**src/lcsr_pkg.sv**
```systemverilog
package lcsr_pkg;

    localparam int DATA_BITS = 24;
    localparam int SUM_W     = 40;
    localparam int CNT_W     = 16;
    localparam int TIMER_W   = 24;
    localparam int HALF_W    = 8;
    localparam int GAP_W     = 16;
    localparam int OFFSET_W  = 25;
    localparam int AVG_W     = 24;
    localparam int NET_W     = 26;
    localparam int CFG_W     = 25;
    localparam int IDX_W     = 3;
    localparam int PULSE_W   = $clog2(DATA_BITS + 2);
    localparam int STEP_W    = $clog2(SUM_W);

    localparam logic [IDX_W-1:0] REG_HALF_PERIOD  = 3'd0;
    localparam logic [IDX_W-1:0] REG_TIMEOUT      = 3'd1;
    localparam logic [IDX_W-1:0] REG_GAP          = 3'd2;
    localparam logic [IDX_W-1:0] REG_SAMPLE_COUNT = 3'd3;
    localparam logic [IDX_W-1:0] REG_OFFSET       = 3'd4;

    localparam logic [HALF_W-1:0]   HALF_RESET    = 8'd1;
    localparam logic [TIMER_W-1:0]  TIMEOUT_RESET = 24'd150000;
    localparam logic [GAP_W-1:0]    GAP_RESET     = 16'd5000;
    localparam logic [CNT_W-1:0]    COUNT_RESET   = 16'd1;
    localparam logic [OFFSET_W-1:0] OFFSET_RESET  = '0;

    typedef enum logic [2:0] {
        PH_IDLE,
        PH_WAIT,
        PH_HIGH,
        PH_LOW,
        PH_GAP
    } phase_t;

    typedef struct packed {
        logic [HALF_W-1:0]   half_period_ticks;
        logic [TIMER_W-1:0]  timeout_ticks;
        logic [GAP_W-1:0]    gap_ticks;
        logic [CNT_W-1:0]    sample_count;
        logic [OFFSET_W-1:0] offset;
    } cfg_t;

    typedef struct packed {
        logic meas_clr;
        logic timer_clr;
        logic timer_inc;
        logic word_clr;
        logic shift_en;
        logic pulse_inc;
        logic finish_zero;
        logic finish_word;
        logic timeout_inc;
        logic clk_hi;
        logic clk_lo;
        logic div_start;
    } cmd_t;

    typedef struct packed {
        logic timer_ge_timeout;
        logic half_hit;
        logic pulse_lt;
        logic timer_ge_gap;
        logic readings_ge_n;
    } status_t;

endpackage

```
**src/lcsr_div.sv**
```systemverilog
module lcsr_div (
    input  logic                       aclk,
    input  logic                       aresetn,
    input  logic                       start,
    input  logic [lcsr_pkg::SUM_W-1:0] dividend,
    input  logic [lcsr_pkg::CNT_W-1:0] divisor,
    output logic                       busy,
    output logic                       done,
    output logic [lcsr_pkg::SUM_W-1:0] quotient
);
    import lcsr_pkg::*;

    logic [SUM_W-1:0]  quo_reg, quo_next;
    logic [CNT_W-1:0]  rem_reg, rem_next;
    logic [CNT_W-1:0]  dvs_reg, dvs_next;
    logic [STEP_W-1:0] step_reg, step_next;
    logic              busy_reg, busy_next;
    logic              done_reg, done_next;
    logic [CNT_W:0]    trial;
    logic [CNT_W:0]    diff;
    logic              ge;

    assign trial = {rem_reg, quo_reg[SUM_W-1]};
    assign ge    = trial >= {1'b0, dvs_reg};
    assign diff  = trial - {1'b0, dvs_reg};

    always_comb begin
        quo_next  = quo_reg;
        rem_next  = rem_reg;
        dvs_next  = dvs_reg;
        step_next = step_reg;
        busy_next = busy_reg;
        done_next = 1'b0;
        if (start) begin
            quo_next  = dividend;
            rem_next  = '0;
            dvs_next  = divisor;
            step_next = '0;
            busy_next = 1'b1;
        end else if (busy_reg) begin
            quo_next = {quo_reg[SUM_W-2:0], ge};
            rem_next = ge ? diff[CNT_W-1:0] : trial[CNT_W-1:0];
            if (step_reg == STEP_W'(SUM_W - 1)) begin
                busy_next = 1'b0;
                done_next = 1'b1;
            end else begin
                step_next = step_reg + 1'b1;
            end
        end
    end

    always_ff @(posedge aclk) begin
        if (!aresetn) begin
            busy_reg <= 1'b0;
            done_reg <= 1'b0;
            step_reg <= '0;
        end else begin
            busy_reg <= busy_next;
            done_reg <= done_next;
            step_reg <= step_next;
        end
        quo_reg <= quo_next;
        rem_reg <= rem_next;
        dvs_reg <= dvs_next;
    end

    assign busy     = busy_reg;
    assign done     = done_reg;
    assign quotient = quo_reg;

endmodule

```
**src/lcsr_dpath.sv**
```systemverilog
module lcsr_dpath (
    input  logic                       aclk,
    input  logic                       aresetn,
    input  lcsr_pkg::cfg_t             cfg,
    input  lcsr_pkg::cmd_t             cmd,
    input  logic                       din,
    output lcsr_pkg::status_t          status,
    output logic                       clock_level_next,
    output logic [lcsr_pkg::SUM_W-1:0] reading_sum,
    output logic [lcsr_pkg::CNT_W-1:0] readings_done,
    output logic [lcsr_pkg::CNT_W-1:0] timeouts_seen
);
    import lcsr_pkg::*;

    logic [TIMER_W-1:0]   tick_timer_reg, tick_timer_next;
    logic [PULSE_W-1:0]   pulse_index_reg, pulse_index_next;
    logic [DATA_BITS-1:0] shift_word_reg, shift_word_next;
    logic [SUM_W-1:0]     reading_sum_reg, reading_sum_next;
    logic [CNT_W-1:0]     readings_done_reg, readings_done_next;
    logic [CNT_W-1:0]     timeouts_seen_reg, timeouts_seen_next;
    logic                 clock_level_reg;
    logic [TIMER_W:0]     timer_plus;
    logic [CNT_W-1:0]     target_n;
    logic [DATA_BITS-1:0] reading_value;

    assign timer_plus = {1'b0, tick_timer_reg} + 1'b1;
    assign target_n   = (cfg.sample_count == '0) ? CNT_W'(1) : cfg.sample_count;

    assign status.timer_ge_timeout = tick_timer_reg >= cfg.timeout_ticks;
    assign status.half_hit         = timer_plus >= (TIMER_W + 1)'(cfg.half_period_ticks);
    assign status.pulse_lt         = pulse_index_reg < PULSE_W'(DATA_BITS);
    assign status.timer_ge_gap     = tick_timer_reg >= TIMER_W'(cfg.gap_ticks);
    assign status.readings_ge_n    = readings_done_reg >= target_n;

    always_comb begin
        reading_value = '0;
        if (cmd.finish_word) begin
            reading_value = shift_word_reg ^ {1'b1, {(DATA_BITS - 1){1'b0}}};
        end
    end

    always_comb begin
        tick_timer_next    = tick_timer_reg;
        pulse_index_next   = pulse_index_reg;
        shift_word_next    = shift_word_reg;
        reading_sum_next   = reading_sum_reg;
        readings_done_next = readings_done_reg;
        timeouts_seen_next = timeouts_seen_reg;
        clock_level_next   = clock_level_reg;

        if (cmd.timer_inc) begin
            tick_timer_next = timer_plus[TIMER_W-1:0];
        end
        if (cmd.timer_clr) begin
            tick_timer_next = '0;
        end
        if (cmd.word_clr) begin
            pulse_index_next = '0;
            shift_word_next  = '0;
        end
        if (cmd.shift_en && status.pulse_lt) begin
            shift_word_next = {shift_word_reg[DATA_BITS-2:0], din};
        end
        if (cmd.pulse_inc) begin
            pulse_index_next = pulse_index_reg + 1'b1;
        end
        if (cmd.timeout_inc && (timeouts_seen_reg != '1)) begin
            timeouts_seen_next = timeouts_seen_reg + 1'b1;
        end
        if (cmd.finish_zero || cmd.finish_word) begin
            reading_sum_next = reading_sum_reg + SUM_W'(reading_value);
            if (readings_done_reg != '1) begin
                readings_done_next = readings_done_reg + 1'b1;
            end
        end
        if (cmd.meas_clr) begin
            reading_sum_next   = '0;
            readings_done_next = '0;
            timeouts_seen_next = '0;
        end
        if (cmd.clk_hi) begin
            clock_level_next = 1'b1;
        end
        if (cmd.clk_lo) begin
            clock_level_next = 1'b0;
        end
    end

    always_ff @(posedge aclk) begin
        if (!aresetn) begin
            tick_timer_reg    <= '0;
            pulse_index_reg   <= '0;
            shift_word_reg    <= '0;
            reading_sum_reg   <= '0;
            readings_done_reg <= '0;
            timeouts_seen_reg <= '0;
            clock_level_reg   <= 1'b0;
        end else begin
            tick_timer_reg    <= tick_timer_next;
            pulse_index_reg   <= pulse_index_next;
            shift_word_reg    <= shift_word_next;
            reading_sum_reg   <= reading_sum_next;
            readings_done_reg <= readings_done_next;
            timeouts_seen_reg <= timeouts_seen_next;
            clock_level_reg   <= clock_level_next;
        end
    end

    assign reading_sum   = reading_sum_reg;
    assign readings_done = readings_done_reg;
    assign timeouts_seen = timeouts_seen_reg;

endmodule

```
**src/lcsr_ctrl.sv**
```systemverilog
module lcsr_ctrl (
    input  logic                aclk,
    input  logic                aresetn,
    input  logic                tick,
    input  logic                start_req,
    input  logic                din,
    input  lcsr_pkg::status_t   status,
    output lcsr_pkg::cmd_t      cmd,
    output logic                busy_next
);
    import lcsr_pkg::*;

    phase_t phase_reg, phase_next;

    always_comb begin
        phase_next = phase_reg;
        if (tick) begin
            case (phase_reg)
                PH_IDLE: begin
                    if (start_req) begin
                        phase_next = PH_WAIT;
                    end
                end
                PH_WAIT: begin
                    if (!din) begin
                        phase_next = PH_HIGH;
                    end else if (status.timer_ge_timeout) begin
                        phase_next = PH_GAP;
                    end
                end
                PH_HIGH: begin
                    if (status.half_hit) begin
                        phase_next = PH_LOW;
                    end
                end
                PH_LOW: begin
                    if (status.half_hit) begin
                        phase_next = status.pulse_lt ? PH_HIGH : PH_GAP;
                    end
                end
                PH_GAP: begin
                    if (status.timer_ge_gap) begin
                        phase_next = status.readings_ge_n ? PH_IDLE : PH_WAIT;
                    end
                end
                default: begin
                    phase_next = PH_IDLE;
                end
            endcase
        end
    end

    always_comb begin
        cmd = '0;
        if (tick) begin
            case (phase_reg)
                PH_IDLE: begin
                    if (start_req) begin
                        cmd.meas_clr  = 1'b1;
                        cmd.timer_clr = 1'b1;
                        cmd.clk_lo    = 1'b1;
                    end
                end
                PH_WAIT: begin
                    if (!din) begin
                        cmd.word_clr  = 1'b1;
                        cmd.timer_clr = 1'b1;
                        cmd.clk_hi    = 1'b1;
                    end else if (status.timer_ge_timeout) begin
                        cmd.timeout_inc = 1'b1;
                        cmd.finish_zero = 1'b1;
                        cmd.timer_clr   = 1'b1;
                        cmd.clk_lo      = 1'b1;
                    end else begin
                        cmd.timer_inc = 1'b1;
                    end
                end
                PH_HIGH: begin
                    if (status.half_hit) begin
                        cmd.timer_clr = 1'b1;
                        cmd.clk_lo    = 1'b1;
                    end else begin
                        cmd.timer_inc = 1'b1;
                    end
                end
                PH_LOW: begin
                    if (status.half_hit) begin
                        cmd.timer_clr = 1'b1;
                        cmd.shift_en  = 1'b1;
                        cmd.pulse_inc = 1'b1;
                        if (status.pulse_lt) begin
                            cmd.clk_hi = 1'b1;
                        end else begin
                            cmd.finish_word = 1'b1;
                            cmd.clk_lo      = 1'b1;
                        end
                    end else begin
                        cmd.timer_inc = 1'b1;
                    end
                end
                PH_GAP: begin
                    if (status.timer_ge_gap) begin
                        cmd.timer_clr = 1'b1;
                        cmd.div_start = status.readings_ge_n;
                    end else begin
                        cmd.timer_inc = 1'b1;
                    end
                end
                default: begin
                    cmd.timer_clr = 1'b1;
                    cmd.clk_lo    = 1'b1;
                end
            endcase
        end
    end

    always_ff @(posedge aclk) begin
        if (!aresetn) begin
            phase_reg <= PH_IDLE;
        end else begin
            phase_reg <= phase_next;
        end
    end

    assign busy_next = phase_next != PH_IDLE;

endmodule

```
**src/load_cell_adc_serial_reader_top.sv**
```systemverilog
// Serial readout master for a two-wire 24-bit load-cell converter. Every input beat is one
// timebase tick and yields exactly one result beat carrying the serial clock level, the busy
// flag and, on the closing tick of a measurement, the truncated mean, the net value and the
// timeout count. Ticks are accepted while the output register is empty or being drained and
// no division is pending. The closing tick starts a restoring divider that retires one
// quotient bit per cycle; the input stalls while the divider runs and until the result beat
// is loaded, which waits while the receiver holds off the previous beat.
// Register writes take effect at once and are meant to happen while no measurement runs.
module load_cell_adc_serial_reader_top (
    input  logic                                   aclk,
    input  logic                                   aresetn,
    input  logic                                   s_valid,
    output logic                                   s_ready,
    input  logic                                   s_start_req,
    input  logic                                   s_dout,
    output logic                                   m_valid,
    input  logic                                   m_ready,
    output logic                                   m_sck,
    output logic                                   m_busy_res,
    output logic                                   m_done_res,
    output logic [lcsr_pkg::AVG_W-1:0]             m_average_raw,
    output logic signed [lcsr_pkg::NET_W-1:0]      m_net_value,
    output logic [lcsr_pkg::CNT_W-1:0]             m_timeout_count,
    input  logic                                   cfg_we,
    input  logic [lcsr_pkg::IDX_W-1:0]             cfg_index,
    input  logic [lcsr_pkg::CFG_W-1:0]             cfg_data
);
    import lcsr_pkg::*;

    cfg_t              cfg_reg, cfg_next;
    cmd_t              cmd;
    status_t           status;
    logic              tick;
    logic              busy_next;
    logic              clock_level_next;
    logic [SUM_W-1:0]  reading_sum;
    logic [CNT_W-1:0]  readings_done;
    logic [CNT_W-1:0]  timeouts_seen;
    logic [CNT_W-1:0]  divisor;
    logic              div_busy;
    logic              div_done;
    logic [SUM_W-1:0]  quotient;
    logic [NET_W-1:0]  net;
    logic              pend_reg, pend_next;
    logic              res_load;

    logic              m_valid_reg, m_valid_next;
    logic              sck_reg, sck_next;
    logic              busy_reg, busy_res_next;
    logic              done_reg, done_next;
    logic [AVG_W-1:0]  avg_reg, avg_next;
    logic [NET_W-1:0]  net_reg, net_next;
    logic [CNT_W-1:0]  tcount_reg, tcount_next;

    always_comb begin
        cfg_next = cfg_reg;
        if (cfg_we) begin
            case (cfg_index)
                REG_HALF_PERIOD:  cfg_next.half_period_ticks = cfg_data[HALF_W-1:0];
                REG_TIMEOUT:      cfg_next.timeout_ticks     = cfg_data[TIMER_W-1:0];
                REG_GAP:          cfg_next.gap_ticks         = cfg_data[GAP_W-1:0];
                REG_SAMPLE_COUNT: cfg_next.sample_count      = cfg_data[CNT_W-1:0];
                REG_OFFSET:       cfg_next.offset            = cfg_data[OFFSET_W-1:0];
                default:          cfg_next = cfg_reg;
            endcase
        end
    end

    assign s_ready  = !div_busy && !div_done && !pend_reg && (!m_valid_reg || m_ready);
    assign tick     = s_valid && s_ready;
    assign res_load = (div_done || pend_reg) && (!m_valid_reg || m_ready);

    always_comb begin
        pend_next = pend_reg;
        if (div_done) begin
            pend_next = 1'b1;
        end
        if (res_load) begin
            pend_next = 1'b0;
        end
    end

    lcsr_ctrl u_ctrl (
        .aclk      (aclk),
        .aresetn   (aresetn),
        .tick      (tick),
        .start_req (s_start_req),
        .din       (s_dout),
        .status    (status),
        .cmd       (cmd),
        .busy_next (busy_next)
    );

    lcsr_dpath u_dpath (
        .aclk             (aclk),
        .aresetn          (aresetn),
        .cfg              (cfg_reg),
        .cmd              (cmd),
        .din              (s_dout),
        .status           (status),
        .clock_level_next (clock_level_next),
        .reading_sum      (reading_sum),
        .readings_done    (readings_done),
        .timeouts_seen    (timeouts_seen)
    );

    assign divisor = (readings_done == '0) ? CNT_W'(1) : readings_done;

    lcsr_div u_div (
        .aclk     (aclk),
        .aresetn  (aresetn),
        .start    (cmd.div_start),
        .dividend (reading_sum),
        .divisor  (divisor),
        .busy     (div_busy),
        .done     (div_done),
        .quotient (quotient)
    );

    assign net = {{(NET_W - AVG_W){1'b0}}, quotient[AVG_W-1:0]}
               - {{(NET_W - OFFSET_W){cfg_reg.offset[OFFSET_W-1]}}, cfg_reg.offset};

    always_comb begin
        m_valid_next  = m_valid_reg;
        sck_next      = sck_reg;
        busy_res_next = busy_reg;
        done_next     = done_reg;
        avg_next      = avg_reg;
        net_next      = net_reg;
        tcount_next   = tcount_reg;
        if (m_valid_reg && m_ready) begin
            m_valid_next = 1'b0;
        end
        if (tick && !cmd.div_start) begin
            m_valid_next  = 1'b1;
            sck_next      = clock_level_next;
            busy_res_next = busy_next;
            done_next     = 1'b0;
            avg_next      = '0;
            net_next      = '0;
            tcount_next   = '0;
        end else if (res_load) begin
            m_valid_next  = 1'b1;
            sck_next      = 1'b0;
            busy_res_next = 1'b0;
            done_next     = 1'b1;
            avg_next      = quotient[AVG_W-1:0];
            net_next      = net;
            tcount_next   = timeouts_seen;
        end
    end

    always_ff @(posedge aclk) begin
        if (!aresetn) begin
            cfg_reg.half_period_ticks <= HALF_RESET;
            cfg_reg.timeout_ticks     <= TIMEOUT_RESET;
            cfg_reg.gap_ticks         <= GAP_RESET;
            cfg_reg.sample_count      <= COUNT_RESET;
            cfg_reg.offset            <= OFFSET_RESET;
            m_valid_reg               <= 1'b0;
            pend_reg                  <= 1'b0;
        end else begin
            cfg_reg     <= cfg_next;
            m_valid_reg <= m_valid_next;
            pend_reg    <= pend_next;
        end
        sck_reg    <= sck_next;
        busy_reg   <= busy_res_next;
        done_reg   <= done_next;
        avg_reg    <= avg_next;
        net_reg    <= net_next;
        tcount_reg <= tcount_next;
    end

    assign m_valid         = m_valid_reg;
    assign m_sck           = sck_reg;
    assign m_busy_res      = busy_reg;
    assign m_done_res      = done_reg;
    assign m_average_raw   = avg_reg;
    assign m_net_value     = $signed(net_reg);
    assign m_timeout_count = tcount_reg;

endmodule
```
**config.mk**
```make
export PLATFORM = sky130hd
export DESIGN_NAME = load_cell_adc_serial_reader_top
export DESIGN_NICKNAME = d
export VERILOG_FILES = /design/src/lcsr_pkg.sv /design/src/lcsr_div.sv /design/src/lcsr_dpath.sv /design/src/lcsr_ctrl.sv /design/src/load_cell_adc_serial_reader_top.sv
export SDC_FILE = /design/constraint.sdc
export NUM_CORES = 1
export LEC_CHECK = 0
export BUFFER_PORTS_ARGS = -buffer_cell sky130_fd_sc_hd__buf_2
export CAP_MARGIN = 25
export CELL_PAD_IN_SITES_DETAIL_PLACEMENT = 1
export CELL_PAD_IN_SITES_GLOBAL_PLACEMENT = 1
export CORE_AREA = 5 5 214 216
export CTS_BUF_LIST = sky130_fd_sc_hd__clkbuf_4
export DETAILED_ROUTE_END_ITERATION = 8
export DIE_AREA = 0 0 219 221
export PLACE_DENSITY = 0.79
export SLEW_MARGIN = 30
export SYNTH_ARGS = -nofsm -noshare
export SYNTH_HDL_FRONTEND = slang
export SYNTH_SLANG_ARGS = --single-unit
```
**constraint.sdc**
```tcl
create_clock -name aclk -period 13.07 [get_ports aclk]
set_input_delay 3.2675 -clock aclk [delete_from_list [all_inputs] [get_ports aclk]]
set_output_delay 3.2675 -clock aclk [all_outputs]
set_load 0.02 [all_outputs]
```
# --- After elaboration in Yosys (flattened, before gate mapping) ---
# Index checks and enable logic that the tools add are counted.
totals:
  wordCells: 156
  reg_bits: 369
classes:
  n_lt_le_gt_ge: 6
  n_bitwise: 4
  n_eq_ne: 11
  reduce_logical: 40
  muxes: 60
  add_sub_neg: 8
op_table:
  columns: ["op", "n"]
  rows:
  - ["2-to-1 mux 40 bit", 2]
  - ["2-to-1 mux 24 bit", 3]
  - ["adder 40 x 24 -> 40 bit", 1]
  - ["2-to-1 mux 1 bit", 33]
  - ["adder 16 x 1 -> 16 bit, second input constant", 2]
  - ["zero test 16 bit", 2]
  - ["2-to-1 mux 16 bit", 2]
  - ["!= test 16 bit, second input constant", 2]
  - ["subtractor 25 x 25 -> 26 bit", 1]
  - ["adder 24 x 1 -> 25 bit, second input constant", 1]
  - ["greater-or-equal comparator 25 x 8 -> 1 bit", 1]
  - ["greater-or-equal comparator 24 x 16 -> 1 bit", 1]
  - ["greater-or-equal comparator 24 bit", 1]
  - ["2-to-1 mux 3 bit", 8]
  - ["greater-or-equal comparator 17 x 16 -> 1 bit", 1]
  - ["greater-or-equal comparator 16 bit", 1]
  - ["subtractor 16 bit", 1]
  - ["one-hot mux 3 bit (5 select lines)", 1]
  - ["AND reduction 2 bit", 7]
  - ["== test 3 x 2 -> 1 bit, second input constant", 4]
  - ["2-to-1 mux 12 bit", 1]
  - ["2-to-1 mux 5 bit", 2]
  - ["OR reduction 2 bit", 5]
  - ["logical AND 1 bit", 9]
  - ["18 further kinds", 37]

# --- Depth between registers and ports, before layout ---
depth:
  depth_word: 9
  ltp_mapped: 28
  mapped_depth_nobuf: 25

# --- Cells and area by module ---
# Synthesis repeated with hierarchy kept, for this count alone.
unflattened:
  cells_unflattened: 2405
  area_unflattened_um2: 20288.2
by_module_without_submodules:
  columns: ["mod", "area_each_um2", "cells_per_inst", "seq_area_each_um2", "instances"]
  rows:
  - ["lcsr_dpath", 8563.2, 1059, 2522.4, 1]
  - ["load_cell_adc_serial_reader_top", 7220.7, 929, 3223.1, 1]
  - ["lcsr_div", 4100.2, 359, 2162.1, 1]
  - ["lcsr_ctrl", 404.1, 58, 60.1, 1]

# --- Worst setup path before layout ---
# OpenSTA, ideal clock, no wires.
synth_timing:
  kind: "input to register"
  start: "in m_ready"
  end: "reg u_dpath.reading_sum_reg[26] (netlist: u_dpath.reading_sum[26])"
  setup_slack_ns: 5.351
  arrival_ns: 7.591
  setup_ns: 0.128
  n_path_buf: 1
  stages: 19
  cell_sequence: "nor2b_1 -> nor4_1 -> nand2_1 -> nor2_1 -> nand2_1 -> nor2_1 -> clkbuf_1 -> and2_1 -> ha_1 -> nor2b_1 -> o31a_1 -> o22ai_1 -> o211ai_1 -> a2111oi_0 -> nor4_1 -> o21ai_1 -> nor2_1 -> xnor2_1 -> nor2_1"
synth_via:
  elab_chain_cells: 6
  elab_cells_between_ends: 8
  cone_classes: "add/sub: 1; mux: 2; reduce/logical: 5"
synth_lines:
  columns: ["element", "line_no", "source"]
  rows:
  - ["start: declaration", "load_cell_adc_serial_reader_top.sv:17", "input logic m_ready,"]
  - ["logical OR 1 bit *", "load_cell_adc_serial_reader_top.sv:69", "assign s_ready = !div_busy && !div_done && !pend_reg && (!m_valid_reg || m_ready);"]
  - ["logical AND 1 bit *", "load_cell_adc_serial_reader_top.sv:69", null]
  - ["named net s_ready", "load_cell_adc_serial_reader_top.sv:13", "output logic s_ready,"]
  - ["logical AND 1 bit *", "load_cell_adc_serial_reader_top.sv:70", "assign tick = s_valid && s_ready;"]
  - ["2-to-1 mux 12 bit *", "lcsr_ctrl.sv:55", "if (tick) begin"]
  - ["2-to-1 mux 24 bit", "lcsr_dpath.sv:37", "if (cmd.finish_word) begin"]
  - ["adder 40 x 24 -> 40 bit", "lcsr_dpath.sv:71", "reading_sum_next = reading_sum_reg + SUM_W'(reading_value);"]
  - ["end signal: assignment", "lcsr_dpath.sv:102", "reading_sum_reg <= reading_sum_next;"]
  - ["end: declaration", "lcsr_dpath.sv:18", "logic [SUM_W-1:0] reading_sum_reg, reading_sum_next;"]
# The timed path passes the listed nets; every way through them passes the cells marked *.
# A chain may end at the register's enable or synchronous reset.

# --- Worst setup path after layout ---
layout_timing:
  start: "in m_ready"
  end: "reg u_dpath.reading_sum_reg[28] (netlist: u_dpath.reading_sum[28])"
layout_via:
  elab_chain_cells: 6
  elab_cells_between_ends: 8
  cone_classes: "add/sub: 1; mux: 2; reduce/logical: 5"
layout_lines:
  columns: ["element", "line_no"]
  rows:
  - ["logical OR 1 bit *", "load_cell_adc_serial_reader_top.sv:69"]
  - ["logical AND 1 bit *", "load_cell_adc_serial_reader_top.sv:69"]
  - ["logical AND 1 bit *", "load_cell_adc_serial_reader_top.sv:70"]
  - ["2-to-1 mux 12 bit *", "lcsr_ctrl.sv:55"]
  - ["2-to-1 mux 24 bit", "lcsr_dpath.sv:37"]
  - ["adder 40 x 24 -> 40 bit", "lcsr_dpath.sv:71"]
# Every way passes the cells marked *; elsewhere a longest branch is shown, timed or not.

==> run_results.csv <==
group,metric,value,unit
run_status,status,"complete, no violations",
die,dieArea,48400,µm²
critical_path,crit_type,"in2reg",
route,ant_nets,0,
layout,largest_register_ffs,89,
global_route,grt_util_all_layers,23.3,%
global_route,top_usage_layer,"met2",
clock_tree,cts.sinks,369,
global_route,gr-usage-met1,29.8,%
layout,stdcell_area,21600,µm²
layout,syn_to_final_growth,11.9,%
run,maxCapViolCount,0,
synth,postSynthAreaPerCell,8.39,µm²
placed_design,hpwl,41.1,mm
route,dr_total_vias,16900,
route,avgViaCountPerCell,5.50,
critical_path,startpoint_type,"input port",
placed_design,port_buffers,105,
sta,period_share,66.5,%
die,rows,77,
placed_design,placed_area,20300,µm²
route,drt-initial-drc-count,783,
pwr,p_leak,8.41,nW
synth,netlist_instances,2301,
worst_hold_path,min_path_type,"reg2reg",
clock_tree,postCtsResizedCells,0,
synth,synth_ff_type,"dfxtp_1",
route,drt_pass1_iterations,5,
critical_path,crit_family,"simple AND/OR/NAND/NOR gates",
synth,seq_area_frac_synth,41.3,%
clock_tree,cts_made_buffers,100,
critical_path,critical_path_buf_inv_count,1,
clock_tree,cts_tree,"built",
synth,yosys-top-cells-count,"nand2_1 (390), dfxtp_1 (311), a21oi_1 (229), nor2_1 (201), ha_1 (134)",
critical_path,worst-path-max-fanout,23,
sta,maxSlewViolCount,0,
clock_tree,cts-root-buf,"clkbuf_4",
synth,synth_cell_types,69,
synth,synth_area,19300,µm²
clock_tree,post_cts_buffers,0,
critical_path,worst_path_max_delay_cell,"a2111oi_0",
synth,synth_top_cell_area_share,32.2,%
sta,rsz0062_at_grt,"false",
sta,setup_violations,0,
layout,drive_gt1_share,14.1,%
synth,async_flop_share,0,%
global_route,met3_usage,4.17,%
sta,fmax,115,MHz
route,drt-wirelength-per-cell,18.5,µm
global_route,antenna_found_initial,1,
die,die_w,219,µm
sta,worst_hold_slack,0.453,ns
synth,yosys.area.top_type,"dfxtp_1",
synth,synth.yosys.warnings,0,
clock_tree,holdBufCountCts,0,
sta,tightest_slew,0.922,ns
pwr,power_density,111,nW/µm²
synth,synth.top_cells.by_area,"dfxtp_1 (32%), edfxtp_1 (9.0%), ha_1 (8.7%), nand2_1 (7.6%), a21oi_1 (5.9%)",
clock_tree,cts.clk_slew.worst_paths,0.07,ns
global_route,use_met2,39.4,%
clock_tree,insertion_delay,0.82,ns
placed_design,place_congestion,0.837,
pwr,ir_drop,0.0000601,V
global_route,grt_max_degree,110,
critical_path,max_stage_delay,0.70,ns
synth,post-synth-top-count-cell,"nand2_1",
sta,finalSetupTns,0,ns
sta,fin_skew,0.0476,ns
die,core_area,43700,µm²
clock_tree,clock_path_buffers,3,
die,start_util,44.2,%
sta,fin_crit,8.69,ns
die,ios,106,
route,drc,0,
sta,hold_viol,0,
global_route,grt_pass1_vias,17600,
clock_tree,cts-htree-levels,3,
global_route,grt_pass1_wl,92.6,mm
global_route,overflow,0,
layout,fin_nets,2581,
critical_path,crit_chain,"buf_2, nor2b_1, nor4_2, nand2_1, nor2_1, nand2_1, nor2_2, and2_1, ha_1, nor2b_1, o31a_1, o22ai_1, o211ai_1, a2111oi_0, nor4_1, o21ai_1, nor2_1, xnor2_1, nor2_1",
route,totalWireLength,57.1,mm
critical_path,endpoint_kind,"flip-flop",
layout,nFillCells,5390,
synth,synth_edf_count,58,
critical_path,arrival,9.34,ns
die,chipHeight,221,µm
critical_path,cp.required,13.72,ns
sta,slew_headroom,37.9,%
critical_path,cpMostUsedCell,"nor2_1",
synth,ys_ff_latch,369,
synth,synthesis.nets,2473,
==> kinds of logic after synthesis <==
group,share of synthesized area [%]
buffers and inverters,4.74
multiplexers,3.58
AND/OR/NAND/NOR,21.5
AO/OA/AOI/OAI,14.2
XOR/XNOR,5.80
adder cells (fa/ha/maj),8.99
flip-flops,41.3
==> routing by layer <==
| layer | share of wire, % | vias up |
|---|---|---|
| li1 | - | 8223 |
| met5 | 0 | - |
| met1 | 44 | 8309 |
| met4 | 2.7 | 0 |
| met3 | 4.4 | 95 |
| met2 | 49 | 320 |
==> stage by stage <==
stage,instances,utilization [%],setup WS [ns],total power [mW]
after floorplan,2301,-,5.35,1.31
after global placement,2897,46.3,3.33,1.36
after detailed placement,2897,46.3,3.35,1.37
after CTS,3077,49.3,4.17,2.43
after global routing,3080,49.4,3.83,2.52
final,3080,49.4,4.38,2.40
==> where the power goes <==
group          switching, mW  leakage [nW]  internal [mW]
logic                  0.109          4.56         0.0601
clock network          0.498         0.781          0.560
registers             0.0108          3.07           1.16
total                  0.617          8.41           1.78
==> cell type report <==
type	count	area, µm²	share of cell area [%]
multi-input combinational	1692	10500	48.5
clock buffer	156	1170	5.42
sequential	369	7970	36.9
clock inverter	24	133	0.614
tap	592	741	3.43
antenna	1	2.50	0.0116
timing repair buffer	118	634	2.94
inverter	128	482	2.23
==> layout by cell type (no fill, tap or decap), types with 38 or more instances in the layout <==
master | netlist | final
xor2_1 | 66 | 66
o21ai_0 | 62 | 62
buf_2 | 3 | 105
nand3_1 | 71 | 69
nor3_1 | 44 | 43
nand4_1 | 38 | 38
ha_1 | 134 | 134
nand2_1 | 390 | 389
xnor2_1 | 62 | 62
inv_1 | 127 | 127
dfxtp_1 | 311 | 310
clkbuf_4 | 0 | 156
nor2_1 | 201 | 198
a21oi_1 | 229 | 229
mux2_2 | 40 | 40
edfxtp_1 | 58 | 58
==> path summary, 6_finish.rpt <==
kind	start	end	slack (ns)	depth (start not counted)
worst max-delay path	m_ready	u_dpath.reading_sum[28]	4.38	19
worst min-delay path	m_timeout_count[6]	m_timeout_count[6]	0.45	2
worst max register to register	u_dpath.tick_timer_reg[4]	u_dpath.reading_sum[28]	5.88	24
worst min register to register	m_timeout_count[6]	m_timeout_count[6]	0.45	2
==> worst register-to-register path, cell delays in order (launching register included) <==
cell       delay, ns
dfxtp_1         0.56
nand3_1         0.40
nor2_1          0.27
xor2_1          0.22
ha_1            0.30
a21oi_1         0.18
o211ai_1        0.14
a2111o_1        0.39
or4b_4          0.60
nand2_1         0.29
nor2_2          0.23
and2_1          0.22
ha_1            0.19
inv_1           0.07
fa_1            0.21
nor2b_1         0.08
o31a_1          0.30
o22ai_1         0.29
o211ai_1        0.17
a2111oi_0       0.70
nor4_1          0.14
o21ai_1         0.70
nor2_1          0.17
xnor2_1         0.20
nor2_1          0.05
Power figures use the tool's default switching activity.
